$ cat config.mk
export PLATFORM = sky130hd
export DESIGN_NAME = led_channel_fade_engine
export DESIGN_NICKNAME = d
export VERILOG_FILES = /design/src/rtl/lcfe_pkg.sv /design/src/rtl/lcfe_ram.sv /design/src/rtl/lcfe_div.sv /design/src/rtl/led_channel_fade_engine.sv
export SDC_FILE = /design/constraint.sdc
export NUM_CORES = 2
export LEC_CHECK = 0
export ABC_AREA = 1
export BUFFER_PORTS_ARGS = -buffer_cell sky130_fd_sc_hd__clkbuf_2
export CORE_ASPECT_RATIO = 1.2
export CORE_UTILIZATION = 39
export CTS_BUF_LIST = sky130_fd_sc_hd__clkbuf_8
export CTS_CLUSTER_SIZE = 10
export DETAILED_ROUTE_END_ITERATION = 16
export GPL_ROUTABILITY_DRIVEN = 1
export PLACE_DENSITY = 0.59
export SLEW_MARGIN = 10
export SYNTH_ARGS = -nofsm -noshare
export SYNTH_HDL_FRONTEND = slang
export SYNTH_SLANG_ARGS = --single-unit
$ cat constraint.sdc
create_clock -name clk_i -period 11.8 [get_ports clk_i]
set_input_delay 1.18 -clock clk_i [delete_from_list [all_inputs] [get_ports clk_i]]
set_output_delay 1.18 -clock clk_i [all_outputs]
set_load 0.01 [all_outputs]
$ cat src/rtl/lcfe_pkg.sv
// ----------------------------------------------------------------------------
// LED channel fade engine package
// Shared constants, codes and types of the fade engine.
// ----------------------------------------------------------------------------
`default_nettype none

package lcfe_pkg;

  localparam int unsigned CHANNELS = 32;
  localparam int unsigned CH_W     = $clog2(CHANNELS);
  localparam int unsigned DVD_W    = 16;
  localparam int unsigned DVS_W    = 17;
  localparam int unsigned CNT_W    = $clog2(DVD_W);

  typedef enum logic [1:0] {
    FUNC_SET  = 2'd0,
    FUNC_FADE = 2'd1,
    FUNC_TICK = 2'd2
  } func_e;

  typedef enum logic [3:0] {
    ST_IDLE,
    ST_F_CALC,
    ST_F_DIV1,
    ST_F_DIV2,
    ST_F_DIV3,
    ST_T_RD,
    ST_T_CHK,
    ST_T_DIV,
    ST_E_RD,
    ST_E_LD
  } state_e;

  typedef struct packed {
    logic [7:0]        level;
    logic signed [8:0] step;
    logic [16:0]       period;
    logic [7:0]        left;
  } entry_t;

  localparam int unsigned ENTRY_W = $bits(entry_t);

endpackage

`default_nettype wire

$ cat src/rtl/lcfe_ram.sv
// ----------------------------------------------------------------------------
// Generic RAM
// One write port and one read port with registered read data.
// ----------------------------------------------------------------------------
`default_nettype none

module lcfe_ram #(
  parameter int unsigned WIDTH = 8,
  parameter int unsigned DEPTH = 32
) (
  input  wire logic                     clk_i,
  input  wire logic                     we_i,
  input  wire logic [$clog2(DEPTH)-1:0] waddr_i,
  input  wire logic [WIDTH-1:0]         wdata_i,
  input  wire logic                     re_i,
  input  wire logic [$clog2(DEPTH)-1:0] raddr_i,
  output logic      [WIDTH-1:0]         rdata_o
);

  logic [WIDTH-1:0] mem_q [DEPTH];

  always_ff @(posedge clk_i) begin
    if (we_i) begin
      mem_q[waddr_i] <= wdata_i;
    end
    if (re_i) begin
      rdata_o <= mem_q[raddr_i];
    end
  end

endmodule

`default_nettype wire

$ cat src/rtl/lcfe_div.sv
// ----------------------------------------------------------------------------
// Iterative divider
// Restoring divider that resolves one quotient bit per cycle.
// ----------------------------------------------------------------------------
`default_nettype none

module lcfe_div
  import lcfe_pkg::*;
(
  input  wire logic             clk_i,
  input  wire logic             rst_ni,
  input  wire logic             start_i,
  input  wire logic [DVD_W-1:0] dividend_i,
  input  wire logic [DVS_W-1:0] divisor_i,
  output logic                  busy_o,
  output logic                  done_o,
  output logic      [DVD_W-1:0] quot_o,
  output logic      [DVS_W-1:0] rem_o
);

  logic             busy_q, busy_d, done_q, done_d;
  logic [CNT_W-1:0] cnt_q, cnt_d;
  logic [DVS_W-1:0] r_q, r_d, dvs_q, dvs_d;
  logic [DVD_W-1:0] q_q, q_d;
  logic [DVS_W:0]   trial;
  logic             ge;

  always_comb begin
    trial  = {r_q, q_q[DVD_W-1]};
    ge     = trial >= {1'b0, dvs_q};
    busy_d = busy_q;
    done_d = 1'b0;
    cnt_d  = cnt_q;
    r_d    = r_q;
    q_d    = q_q;
    dvs_d  = dvs_q;
    if (busy_q) begin
      r_d   = ge ? DVS_W'(trial - {1'b0, dvs_q}) : trial[DVS_W-1:0];
      q_d   = {q_q[DVD_W-2:0], ge};
      cnt_d = cnt_q + 1'b1;
      if (cnt_q == CNT_W'(DVD_W - 1)) begin
        busy_d = 1'b0;
        done_d = 1'b1;
      end
    end else if (start_i) begin
      busy_d = 1'b1;
      cnt_d  = '0;
      r_d    = '0;
      q_d    = dividend_i;
      dvs_d  = divisor_i;
    end
  end

  always_ff @(posedge clk_i or negedge rst_ni) begin
    if (!rst_ni) begin
      busy_q <= 1'b0;
      done_q <= 1'b0;
      cnt_q  <= '0;
    end else begin
      busy_q <= busy_d;
      done_q <= done_d;
      cnt_q  <= cnt_d;
    end
  end

  always_ff @(posedge clk_i) begin
    r_q   <= r_d;
    q_q   <= q_d;
    dvs_q <= dvs_d;
  end

  assign busy_o = busy_q;
  assign done_o = done_q;
  assign quot_o = q_q;
  assign rem_o  = r_q;

endmodule

`default_nettype wire

$ cat src/rtl/led_channel_fade_engine.sv
// ----------------------------------------------------------------------------
// LED channel fade engine
// Holds per-channel levels and fades, advances them on ticks, reports frames.
//
// Items enter on the in channel and results leave on the out channel, both
// with valid and ready. A set item writes a level in the cycle it is taken.
// A fade item reads the channel entry and runs none, one or two divisions
// on the shared divider. A tick item walks every channel: a fading channel
// gets a period check in the divider, an idle one only a read of its entry.
// The frame is then read back from the entry memory, one result per channel,
// while the receiver takes them. A stall on the out side holds the frame
// walk; the last result may still wait while the next item is taken. Reset
// clears the tick counter and marks every entry as unwritten, so it reads
// as zero.
// ----------------------------------------------------------------------------
`default_nettype none

module led_channel_fade_engine
  import lcfe_pkg::*;
(
  input  wire logic        clk_i,
  input  wire logic        rst_ni,
  input  wire logic        in_valid_i,
  output logic             in_ready_o,
  input  wire logic [1:0]  func_i,
  input  wire logic [5:0]  channel_i,
  input  wire logic [7:0]  intensity_i,
  input  wire logic [15:0] duration_i,
  output logic             out_valid_o,
  input  wire logic        out_ready_i,
  output logic      [5:0]  out_channel_o,
  output logic      [7:0]  level_o,
  output logic             frame_changed_o,
  output logic             last_o
);

  state_e              state_q, state_d;
  logic [CH_W-1:0]     idx_q, idx_d;
  logic [14:0]         tick_q, tick_d;
  logic                chg_q, chg_d;
  logic [CHANNELS-1:0] vld_q, vld_d;
  logic                rd_vld_q;
  logic                out_valid_q, out_valid_d;
  logic [5:0]          out_ch_q, out_ch_d;
  logic [7:0]          out_lvl_q, out_lvl_d;
  logic                out_chg_q, out_chg_d;
  logic                out_last_q, out_last_d;
  logic [7:0]          tgt_q, tgt_d, mag_q, mag_d, smag_q, smag_d;
  logic [15:0]         dur_q, dur_d;
  logic                neg_q, neg_d;
  entry_t              ent_q, ent_d;

  logic                we, re;
  logic [CH_W-1:0]     waddr, raddr;
  entry_t              wdata, rd_ent;
  logic [ENTRY_W-1:0]  rdata;

  logic                div_start, div_busy, div_done;
  logic [DVD_W-1:0]    div_dvd, div_q;
  logic [DVS_W-1:0]    div_dvs, div_r;

  logic                in_acc, ch_ok, is_last;
  logic [15:0]         dur_eff;
  logic signed [9:0]   sim;
  logic [7:0]          new_lvl, new_left;

  lcfe_ram #(
    .WIDTH (ENTRY_W),
    .DEPTH (CHANNELS)
  ) u_ram (
    .clk_i   (clk_i),
    .we_i    (we),
    .waddr_i (waddr),
    .wdata_i (wdata),
    .re_i    (re),
    .raddr_i (raddr),
    .rdata_o (rdata)
  );

  lcfe_div u_div (
    .clk_i      (clk_i),
    .rst_ni     (rst_ni),
    .start_i    (div_start),
    .dividend_i (div_dvd),
    .divisor_i  (div_dvs),
    .busy_o     (div_busy),
    .done_o     (div_done),
    .quot_o     (div_q),
    .rem_o      (div_r)
  );

  assign rd_ent  = rd_vld_q ? entry_t'(rdata) : '0;
  assign in_acc  = in_valid_i && in_ready_o;
  assign ch_ok   = {1'b0, channel_i} < 7'(CHANNELS);
  assign is_last = idx_q == CH_W'(CHANNELS - 1);
  assign dur_eff = (dur_q == 16'd0) ? 16'd1 : dur_q;

  always_comb begin
    sim      = 10'(signed'({2'b00, ent_q.level})) + 10'(ent_q.step);
    new_lvl  = sim[7:0];
    new_left = ent_q.left - 8'd1;
    if (sim > 10'sd255) begin
      new_lvl  = 8'd255;
      new_left = 8'd0;
    end else if (sim < 10'sd0) begin
      new_lvl  = 8'd0;
      new_left = 8'd0;
    end
  end

  always_comb begin
    state_d     = state_q;
    idx_d       = idx_q;
    tick_d      = tick_q;
    chg_d       = chg_q;
    vld_d       = vld_q;
    out_valid_d = out_valid_q && !out_ready_i;
    out_ch_d    = out_ch_q;
    out_lvl_d   = out_lvl_q;
    out_chg_d   = out_chg_q;
    out_last_d  = out_last_q;
    tgt_d       = tgt_q;
    mag_d       = mag_q;
    smag_d      = smag_q;
    dur_d       = dur_q;
    neg_d       = neg_q;
    ent_d       = ent_q;
    we          = 1'b0;
    re          = 1'b0;
    waddr       = idx_q;
    raddr       = idx_q;
    wdata       = ent_q;
    div_start   = 1'b0;
    div_dvd     = '0;
    div_dvs     = '0;
    in_ready_o  = 1'b0;

    case (state_q)
      ST_IDLE: begin
        in_ready_o = 1'b1;
        if (in_acc) begin
          idx_d = channel_i[CH_W-1:0];
          tgt_d = intensity_i;
          dur_d = duration_i;
          case (func_i)
            FUNC_SET: begin
              if (ch_ok) begin
                we           = 1'b1;
                waddr        = channel_i[CH_W-1:0];
                wdata        = '0;
                wdata.level  = intensity_i;
                vld_d[waddr] = 1'b1;
              end
            end
            FUNC_FADE: begin
              if (ch_ok) begin
                re      = 1'b1;
                raddr   = channel_i[CH_W-1:0];
                state_d = ST_F_CALC;
              end
            end
            FUNC_TICK: begin
              tick_d  = tick_q + 15'd1;
              chg_d   = 1'b0;
              idx_d   = '0;
              state_d = ST_T_RD;
            end
            default: begin
            end
          endcase
        end
      end
      ST_F_CALC: begin
        ent_d = rd_ent;
        neg_d = tgt_q < rd_ent.level;
        mag_d = neg_d ? rd_ent.level - tgt_q : tgt_q - rd_ent.level;
        if (mag_d == 8'd0) begin
          state_d = ST_IDLE;
        end else if (dur_eff < {8'd0, mag_d}) begin
          div_start = 1'b1;
          div_dvd   = {8'd0, mag_d};
          div_dvs   = {1'b0, dur_eff};
          state_d   = ST_F_DIV1;
        end else begin
          div_start = 1'b1;
          div_dvd   = dur_eff;
          div_dvs   = {9'd0, mag_d};
          state_d   = ST_F_DIV3;
        end
      end
      ST_F_DIV1: begin
        if (div_done) begin
          smag_d    = div_q[7:0];
          div_start = 1'b1;
          div_dvd   = {8'd0, mag_q};
          div_dvs   = {9'd0, div_q[7:0]};
          state_d   = ST_F_DIV2;
        end
      end
      ST_F_DIV2: begin
        if (div_done) begin
          we           = 1'b1;
          wdata.level  = ent_q.level;
          wdata.step   = neg_q ? -signed'({1'b0, smag_q}) : signed'({1'b0, smag_q});
          wdata.period = 17'd1;
          wdata.left   = div_q[7:0];
          vld_d[waddr] = 1'b1;
          state_d      = ST_IDLE;
        end
      end
      ST_F_DIV3: begin
        if (div_done) begin
          we           = 1'b1;
          wdata.level  = ent_q.level;
          wdata.step   = neg_q ? -9'sd1 : 9'sd1;
          wdata.period = {1'b0, div_q} + 17'd1;
          wdata.left   = mag_q;
          vld_d[waddr] = 1'b1;
          state_d      = ST_IDLE;
        end
      end
      ST_T_RD: begin
        re      = 1'b1;
        state_d = ST_T_CHK;
      end
      ST_T_CHK: begin
        ent_d = rd_ent;
        if (rd_ent.period != 17'd0) begin
          div_start = 1'b1;
          div_dvd   = {1'b0, tick_q};
          div_dvs   = rd_ent.period;
          state_d   = ST_T_DIV;
        end else if (is_last) begin
          idx_d   = '0;
          state_d = ST_E_RD;
        end else begin
          idx_d   = idx_q + 1'b1;
          state_d = ST_T_RD;
        end
      end
      ST_T_DIV: begin
        if (div_done) begin
          if (div_r == '0) begin
            we           = 1'b1;
            wdata.level  = new_lvl;
            wdata.left   = new_left;
            wdata.period = (new_left == 8'd0) ? 17'd0 : ent_q.period;
            vld_d[waddr] = 1'b1;
            if (new_lvl != ent_q.level) begin
              chg_d = 1'b1;
            end
          end
          if (is_last) begin
            idx_d   = '0;
            state_d = ST_E_RD;
          end else begin
            idx_d   = idx_q + 1'b1;
            state_d = ST_T_RD;
          end
        end
      end
      ST_E_RD: begin
        re      = 1'b1;
        state_d = ST_E_LD;
      end
      ST_E_LD: begin
        if (!out_valid_q || out_ready_i) begin
          out_valid_d = 1'b1;
          out_ch_d    = 6'(idx_q);
          out_lvl_d   = rd_ent.level;
          out_chg_d   = chg_q;
          out_last_d  = is_last;
          if (is_last) begin
            idx_d   = '0;
            state_d = ST_IDLE;
          end else begin
            idx_d   = idx_q + 1'b1;
            state_d = ST_E_RD;
          end
        end
      end
      default: begin
        state_d = ST_IDLE;
      end
    endcase
  end

  always_ff @(posedge clk_i or negedge rst_ni) begin
    if (!rst_ni) begin
      state_q     <= ST_IDLE;
      idx_q       <= '0;
      tick_q      <= '0;
      chg_q       <= 1'b0;
      vld_q       <= '0;
      rd_vld_q    <= 1'b0;
      out_valid_q <= 1'b0;
    end else begin
      state_q     <= state_d;
      idx_q       <= idx_d;
      tick_q      <= tick_d;
      chg_q       <= chg_d;
      vld_q       <= vld_d;
      out_valid_q <= out_valid_d;
      if (re) begin
        rd_vld_q <= vld_q[raddr];
      end
    end
  end

  always_ff @(posedge clk_i) begin
    out_ch_q   <= out_ch_d;
    out_lvl_q  <= out_lvl_d;
    out_chg_q  <= out_chg_d;
    out_last_q <= out_last_d;
    tgt_q      <= tgt_d;
    mag_q      <= mag_d;
    smag_q     <= smag_d;
    dur_q      <= dur_d;
    neg_q      <= neg_d;
    ent_q      <= ent_d;
  end

  assign out_valid_o     = out_valid_q;
  assign out_channel_o   = out_ch_q;
  assign level_o         = out_lvl_q;
  assign frame_changed_o = out_chg_q;
  assign last_o          = out_last_q;

  a_div_done_state : assert property (@(posedge clk_i) disable iff (!rst_ni)
    div_done |-> (state_q == ST_F_DIV1 || state_q == ST_F_DIV2 ||
                  state_q == ST_F_DIV3 || state_q == ST_T_DIV))
    else $error("divider finished outside a division state");

  a_idle_div_free : assert property (@(posedge clk_i) disable iff (!rst_ni)
    (state_q == ST_IDLE) |-> !div_busy)
    else $error("divider busy while idle");

  a_no_write_in_frame : assert property (@(posedge clk_i) disable iff (!rst_ni)
    we |-> !(state_q == ST_E_RD || state_q == ST_E_LD))
    else $error("entry write during frame readout");

  a_tick_only_on_item : assert property (@(posedge clk_i) disable iff (!rst_ni)
    !(in_acc && func_i == FUNC_TICK) |=> $stable(tick_q))
    else $error("tick counter moved without a tick transfer");

endmodule

`default_nettype wire
# --- Word-level counts from Yosys, hierarchy flattened ---
# Memory sizes are Yosys's and may differ from the RTL's. A register that Yosys moved wholly into a read port is not among the register bits.
# Index checks and enable logic that the tools add are counted.
word_totals:
  reg_bits: 213
  ramBits: 1344
  in_bits: 36
  word_cells: 216
  memories: 1
op_classes:
  addsub: 10
  magnitude_cmp: 11
  n_eq_ne: 27
  muxes: 108
  bitwise: 3
  reduce_logical: 30
mem_list:
  columns: ["memory", "words", "word_bits", "rd", "rd_ports_with_merged_regs", "wr", "line", "text"]
  rows:
  - ["u_ram.mem_q", 32, 42, 1, 1, 1, "lcfe_ram.sv:20", "logic [WIDTH-1:0] mem_q [DEPTH];"]
op_table:
  columns: ["op", "count"]
  rows:
  - ["$mux W32", 6]
  - ["$mux W42", 4]
  - ["$mux W16", 7]
  - ["$pmux W25 S4", 1]
  - ["$pmux W32 S3", 1]
  - ["$mux W17", 5]
  - ["$mux W8", 9]
  - ["$mux W34", 2]
  - ["$mux W5", 13]
  - ["$or A32 B32 Y32", 2]
  - ["$pmux W17 S3", 1]
  - ["$mux W25", 2]
  - ["$pmux W16 S3", 1]
  - ["$mux W4", 11]
  - ["$pmux W4 S9", 1]
  - ["$pmux W8 S4", 1]
  - ["$mux W1", 28]
  - ["$pmux W9 S3", 1]
  - ["$pmux W5 S4", 1]
  - ["$ge A18 B17 Y1", 1]
  - ["$lt A5 B6 Y1 const B", 3]
  - ["$mux W9", 2]
  - ["$add A16 B1 Y17 const B", 1]
  - ["$logic_not A17 Y1", 1]
  - ["51 further kinds", 84]

# --- Logic depth before layout (Yosys ltp) ---
logic_depth:
  ltp_word: 9
  ltp_mapped: 29
  ltp_nobuf: 26

# --- Cells and area by module ---
# A second synthesis with hierarchy kept.
hier_totals:
  hier_cells: 6763
  area_unflattened_um2: 70881.7
by_module_without_submodules:
  columns: ["mod", "instances", "cells_per_inst", "area_each_um2", "seq_area_each_um2"]
  rows:
  - ["lcfe_ram", 1, 4625, 55444.4, 41619.9]
  - ["led_channel_fade_engine", 1, 1671, 11826.3, 4419.2]
  - ["lcfe_div", 1, 467, 3611.0, 1651.6]

# --- Worst setup path after synthesis ---
# No wires, ideal clock.
synth_timing:
  path_type: "input -> register"
  startpoint: "input in_valid_i"
  endpoint: "register u_ram.rdata_o[0], read port of u_ram.mem_q, enable pin"
  setup_time_ns: 0.504
  arrival_time_ns: 4.823
  setup_slack_ns: 6.473
  path_stages: 4
  n_path_buf: 0
  cell_sequence: "inv_1 > nor2_8 > inv_4 > o21ai_0"
synth_via:
  elab_chain_cells: 3
  word_cells_on_any_way: 5
  classes_between: "mux: 4; reduce/logical: 1"
synth_lines:
  columns: ["item", "line", "text"]
  rows:
  - ["from (decl)", "led_channel_fade_engine.sv:23", "input wire logic in_valid_i,"]
  - ["$logic_and A1 B1 Y1", "led_channel_fade_engine.sv:93", "assign in_acc = in_valid_i && in_ready_o;"]
  - ["$mux W1", "led_channel_fade_engine.sv:141", "if (in_acc) begin"]
  - ["$pmux W1 S2", "led_channel_fade_engine.sv:138", "case (state_q)"]
  - ["net re", "led_channel_fade_engine.sv:53", "logic we, re;"]
  - ["to (decl)", "lcfe_ram.sv:17", "output logic [WIDTH-1:0] rdata_o"]
# The timed path passes the listed nets, and every way through them passes these cells.
# A chain may end at the register's enable or synchronous reset.

# --- Worst setup path in the final report ---
layout_timing:
  startpoint: "register u_div.done_q, in the netlist u_div.done_o"
  endpoint: "memory u_ram.mem_q[2][21] (netlist name), enable pin"
layout_via:
  elab_chain_cells: 4
  word_cells_on_any_way: 5
  classes_between: "mux: 5"
layout_lines:
  columns: ["item", "line", "text"]
  rows:
  - ["from (decl)", "lcfe_div.sv:21", "logic busy_q, busy_d, done_q, done_d;"]
  - ["from (signal assigned)", "lcfe_div.sv:61", "done_q <= done_d;"]
  - ["$mux W1 (on tied branches)", "led_channel_fade_engine.sv:242, led_channel_fade_engine.sv:201, led_channel_fade_engine.sv:212", null]
  - ["$pmux W1 S3 (*)", "led_channel_fade_engine.sv:138", null]
  - ["$mux W1 (*)", "lcfe_ram.sv:23", "if (we_i) begin"]
  - ["$mux W1 (not written as such) (*)", "lcfe_ram.sv:24", "mem_q[waddr_i] <= wdata_i;"]
  - ["to (decl)", "lcfe_ram.sv:20", null]
# Every way passes the cells marked *; elsewhere a longest branch is shown, timed or not.

==> flow_summary_export.csv <==
group,metric,value,unit
routing,ant_nets,0,
setup_path,reg2reg_from,"u_div.done_o",
cells_and_area,layoutNonFillerInstCount,8641,
setup_path,path_buf_inv,5,
clock_network,cts_tree,"yes",
clock_network,root_buffer,"clkbuf_8",
clock_network,ctsResizeCount,0,
routing,route.detailed.drc,0,
global_routing,track_usage,21.3,%
setup_path,critPathArrivalTime,6.41,ns
setup_path,regToRegSetupSlack,5.97,ns
synth,postSynthAreaPerCell,11.5,µm²
cells_and_area,fin_nets,6226,
floorplanning,die_h,465,µm
sta,finalSetupTns,0,ns
sta,skew,0.0468,ns
cells_and_area,multiInputGateArea,0.0192,mm²
setup_path,cp.required,12.38,ns
hold_path,hp-class,"input port to flip-flop",
pwr,power.leakage,27.4,nW
setup_path,worst_path_dominant_cell_family,"simple AND/OR/NAND/NOR gates",
clock_network,cts_buffer_depth,3,
cells_and_area,fillers,16400,
synth,synthCells,6080,
global_routing,grt_overflow,0,
clock_network,clkLatencyLatePin,0.99,ns
hold_path,hold_path_end,"dur_q[4]",
global_routing,grt_pass1_wl,291000,µm
pwr,power,0.0217,W
sta,hold_violations,0,
routing,vias_per_cell,5.45,
global_routing,grt_pass1_vias,45600,
clock_network,ctsHoldBuffers,0,
routing,wirelength,195000,µm
setup_path,crit_cells,12,
floorplanning,pin_count,54,
setup_path,start_kind,"flip-flop",
synth,ys.flop_type,"edfxtp_1",
placed_design,gp_congestion,0.921,
floorplanning,dieArea,0.180,mm²
clock_network,cts_buffers,236,
run_status,outcome,"completed",
synth,synth-seq-area-share,68.4,%
floorplanning,fp.coreArea,0.177,mm²
synth,synth_seq_cells,1599,
synth,synth_fp_nets,6177,
clock_network,cts_setup_buffers,0,
clock_network,cts_sinks,1599,
synth,synth_warnings,0,
synth,ys_types,57,
cells_and_area,area_growth,10.5,%
hold_path,min_from,"duration_i[4]",
setup_path,crit_fanout,55,
synth,synth-edff-count,1534,
cells_and_area,drive_gt1_share,11.6,%
routing,firstDrtPassIters,6,
routing,vias,47100,
placed_design,dp_cells,8198,
pwr,powerDensity,282,mW/mm²
cells_and_area,final_common_cell,"edfxtp_1",
flow_run,maxCapViolCount,0,
floorplanning,die_x,388,µm
sta,fin_ws,5.97,ns
floorplanning,initial_core_util,39.3,%
placed_design,pre_cts_slack,5.56,ns
sta,setup_viol,0,
sta,fmax,171,MHz
sta,min_period_over_period,49.4,%
placed_design,io_buffers,52,
floorplanning,rows,169,
sta,rsz0062_at_grt,"false",
cells_and_area,final_cell_mix,"edfxtp_1 (1,534), nor2_1 (855), nand2_1 (771)",
sta,tightest_slew,1.36,ns
setup_path,cpPeakStageDelay,0.98,ns
routing,wl_per_cell,22.6,µm
cells_and_area,seqCellArea,0.0477,mm²
global_routing,antenna_found_initial,2,
sta,final_max_slew_viol_count,0,
clock_network,htreeDepth,4,
sta,finalCriticalPeriod,5.83,ns
placed_design,hpwlAfterDp,103000,µm
global_routing,grt_max_degree,217,
synth,ys_async_sr_fraction,4.07,%
sta,timing.slew.headroom,9.21,%
setup_path,criticalPathCategory,"flip-flop to flip-flop",
hold_path,whs_path_depth,1,
setup_path,slowest_stage,"nor2_4",
sta,holdWs,0.368,ns
setup_path,ff2ff_path_depth,12,
setup_path,crit_path_frequent_cell,"nor2_1",
clock_network,clkTransAtPathRegs,0.06,ns
synth,netlist_area,0.0697,mm²
pwr,ir_drop,0.000250,V
setup_path,r2r-end,"u_ram.mem_q[2][21]",
routing,drtIter0Drc,4699,
setup_path,end_kind,"flip-flop",
setup_path,path_cells,"buf_4 > inv_1 > nand2_1 > nand2_2 > nor2_1 > inv_2 > nor2_1 > nor2_1 > inv_2 > nand3_1 > nor2_4 > buf_4",
==> flip-flops by register name, summed over array words and instances, names as in the netlist, 15 cells and up <==
| register | count |
|---|---|
| u_ram.mem_q | 1344 |
| ent_q | 42 |
| u_ram.rdata_o | 42 |
| vld_q | 32 |
| u_div.dvs_q | 17 |
| u_div.rem_o | 17 |
| dur_q | 16 |
| u_div.quot_o | 16 |
| tick_q | 15 |
==> synth_stat cells, types with 9 or more instances <==
master       n  area share [%]
o21ai_0    538             3.9
nand4_1     37            0.33
clkbuf_1   150            0.81
inv_2       75            0.40
buf_6        9            0.15
dfrtp_1     65             2.3
nand2_1    773             4.2
or2_0       33            0.30
or2_2       47            0.42
buf_4       33            0.36
a21oi_1     78            0.56
o22ai_1     56            0.50
o21a_1       9           0.097
o21ai_2     68            0.85
nor4_1      11           0.099
inv_1      338             1.8
nand3_1    442             3.2
nor2_1     889             4.8
o211ai_1   327             3.5
nor3_1      17            0.12
buf_2      148             1.1
edfxtp_1  1534              66
ha_1        57             1.0
xnor2_1     16            0.20
o21ai_1    201             1.4
xor2_1      34            0.43
==> per-layer routing <==
metal | wire, µm | global-route usage, % | up-vias
li1 | - | - | 21800
met1 | 81000 | 28.0 | 23200
met3 | 13600 | 3.27 | 375
met2 | 94700 | 35.8 | 1757
met4 | 5920 | 7.47 | 2
met5 | 11 | 0 | -
==> per-stage QoR <==
| stage | instance area (µm²) | utilization (%) |
|---|---|---|
| final | 77000 | 43.5 |
| after global routing | 77000 | 43.5 |
| after detailed placement | 72500 | 40.9 |
| after CTS | 77000 | 43.5 |
| after global placement | 72500 | 40.9 |
| after floorplan | 69700 | - |
==> area by class of cell <==
cell class | instances | area share [%]
antenna | 2 | 0.00650
clock buffer | 242 | 4.32
clock inverter | 198 | 1.56
inverter | 421 | 2.09
multi-input combinational | 3712 | 24.9
sequential | 1599 | 61.9
tap | 2308 | 3.75
timing repair buffer | 159 | 1.48
==> power by group <==
| group | internal [W] | leakage [nW] | switching [W] |
|---|---|---|---|
| sequential | 0.00819 | 14.7 | 0.000344 |
| clock | 0.00219 | 2.56 | 0.00217 |
| combinational | 0.00224 | 10.1 | 0.00656 |
| total | 0.0126 | 27.4 | 0.00908 |
==> cells by family after synthesis <==
group | after synthesis | share of synthesized area (%)
buffers and inverters | 769 | 4.69
other | 1 | 0.00538
AND/OR/NAND/NOR | 2279 | 13.8
XOR/XNOR | 50 | 0.628
adder cells (fa/ha/maj) | 61 | 1.14
flip-flops | 1599 | 68.4
AO/OA/AOI/OAI | 1321 | 11.3
==> worst max path at each step <==
stage                       from             endpoint  slack, ns
detailed placement     func_i[0]  u_ram.mem_q[12][21]       5.56
CTS                 u_div.done_o  u_ram.mem_q[12][24]       6.02
floorplan             in_valid_i     u_ram.rdata_o[0]       6.47
finish              u_div.done_o   u_ram.mem_q[2][21]       5.97
global placement       func_i[0]    u_ram.mem_q[2][9]       5.61
global route        u_div.done_o   u_ram.mem_q[2][21]       5.73
No activity file was read; power rests on OpenSTA's default activity.
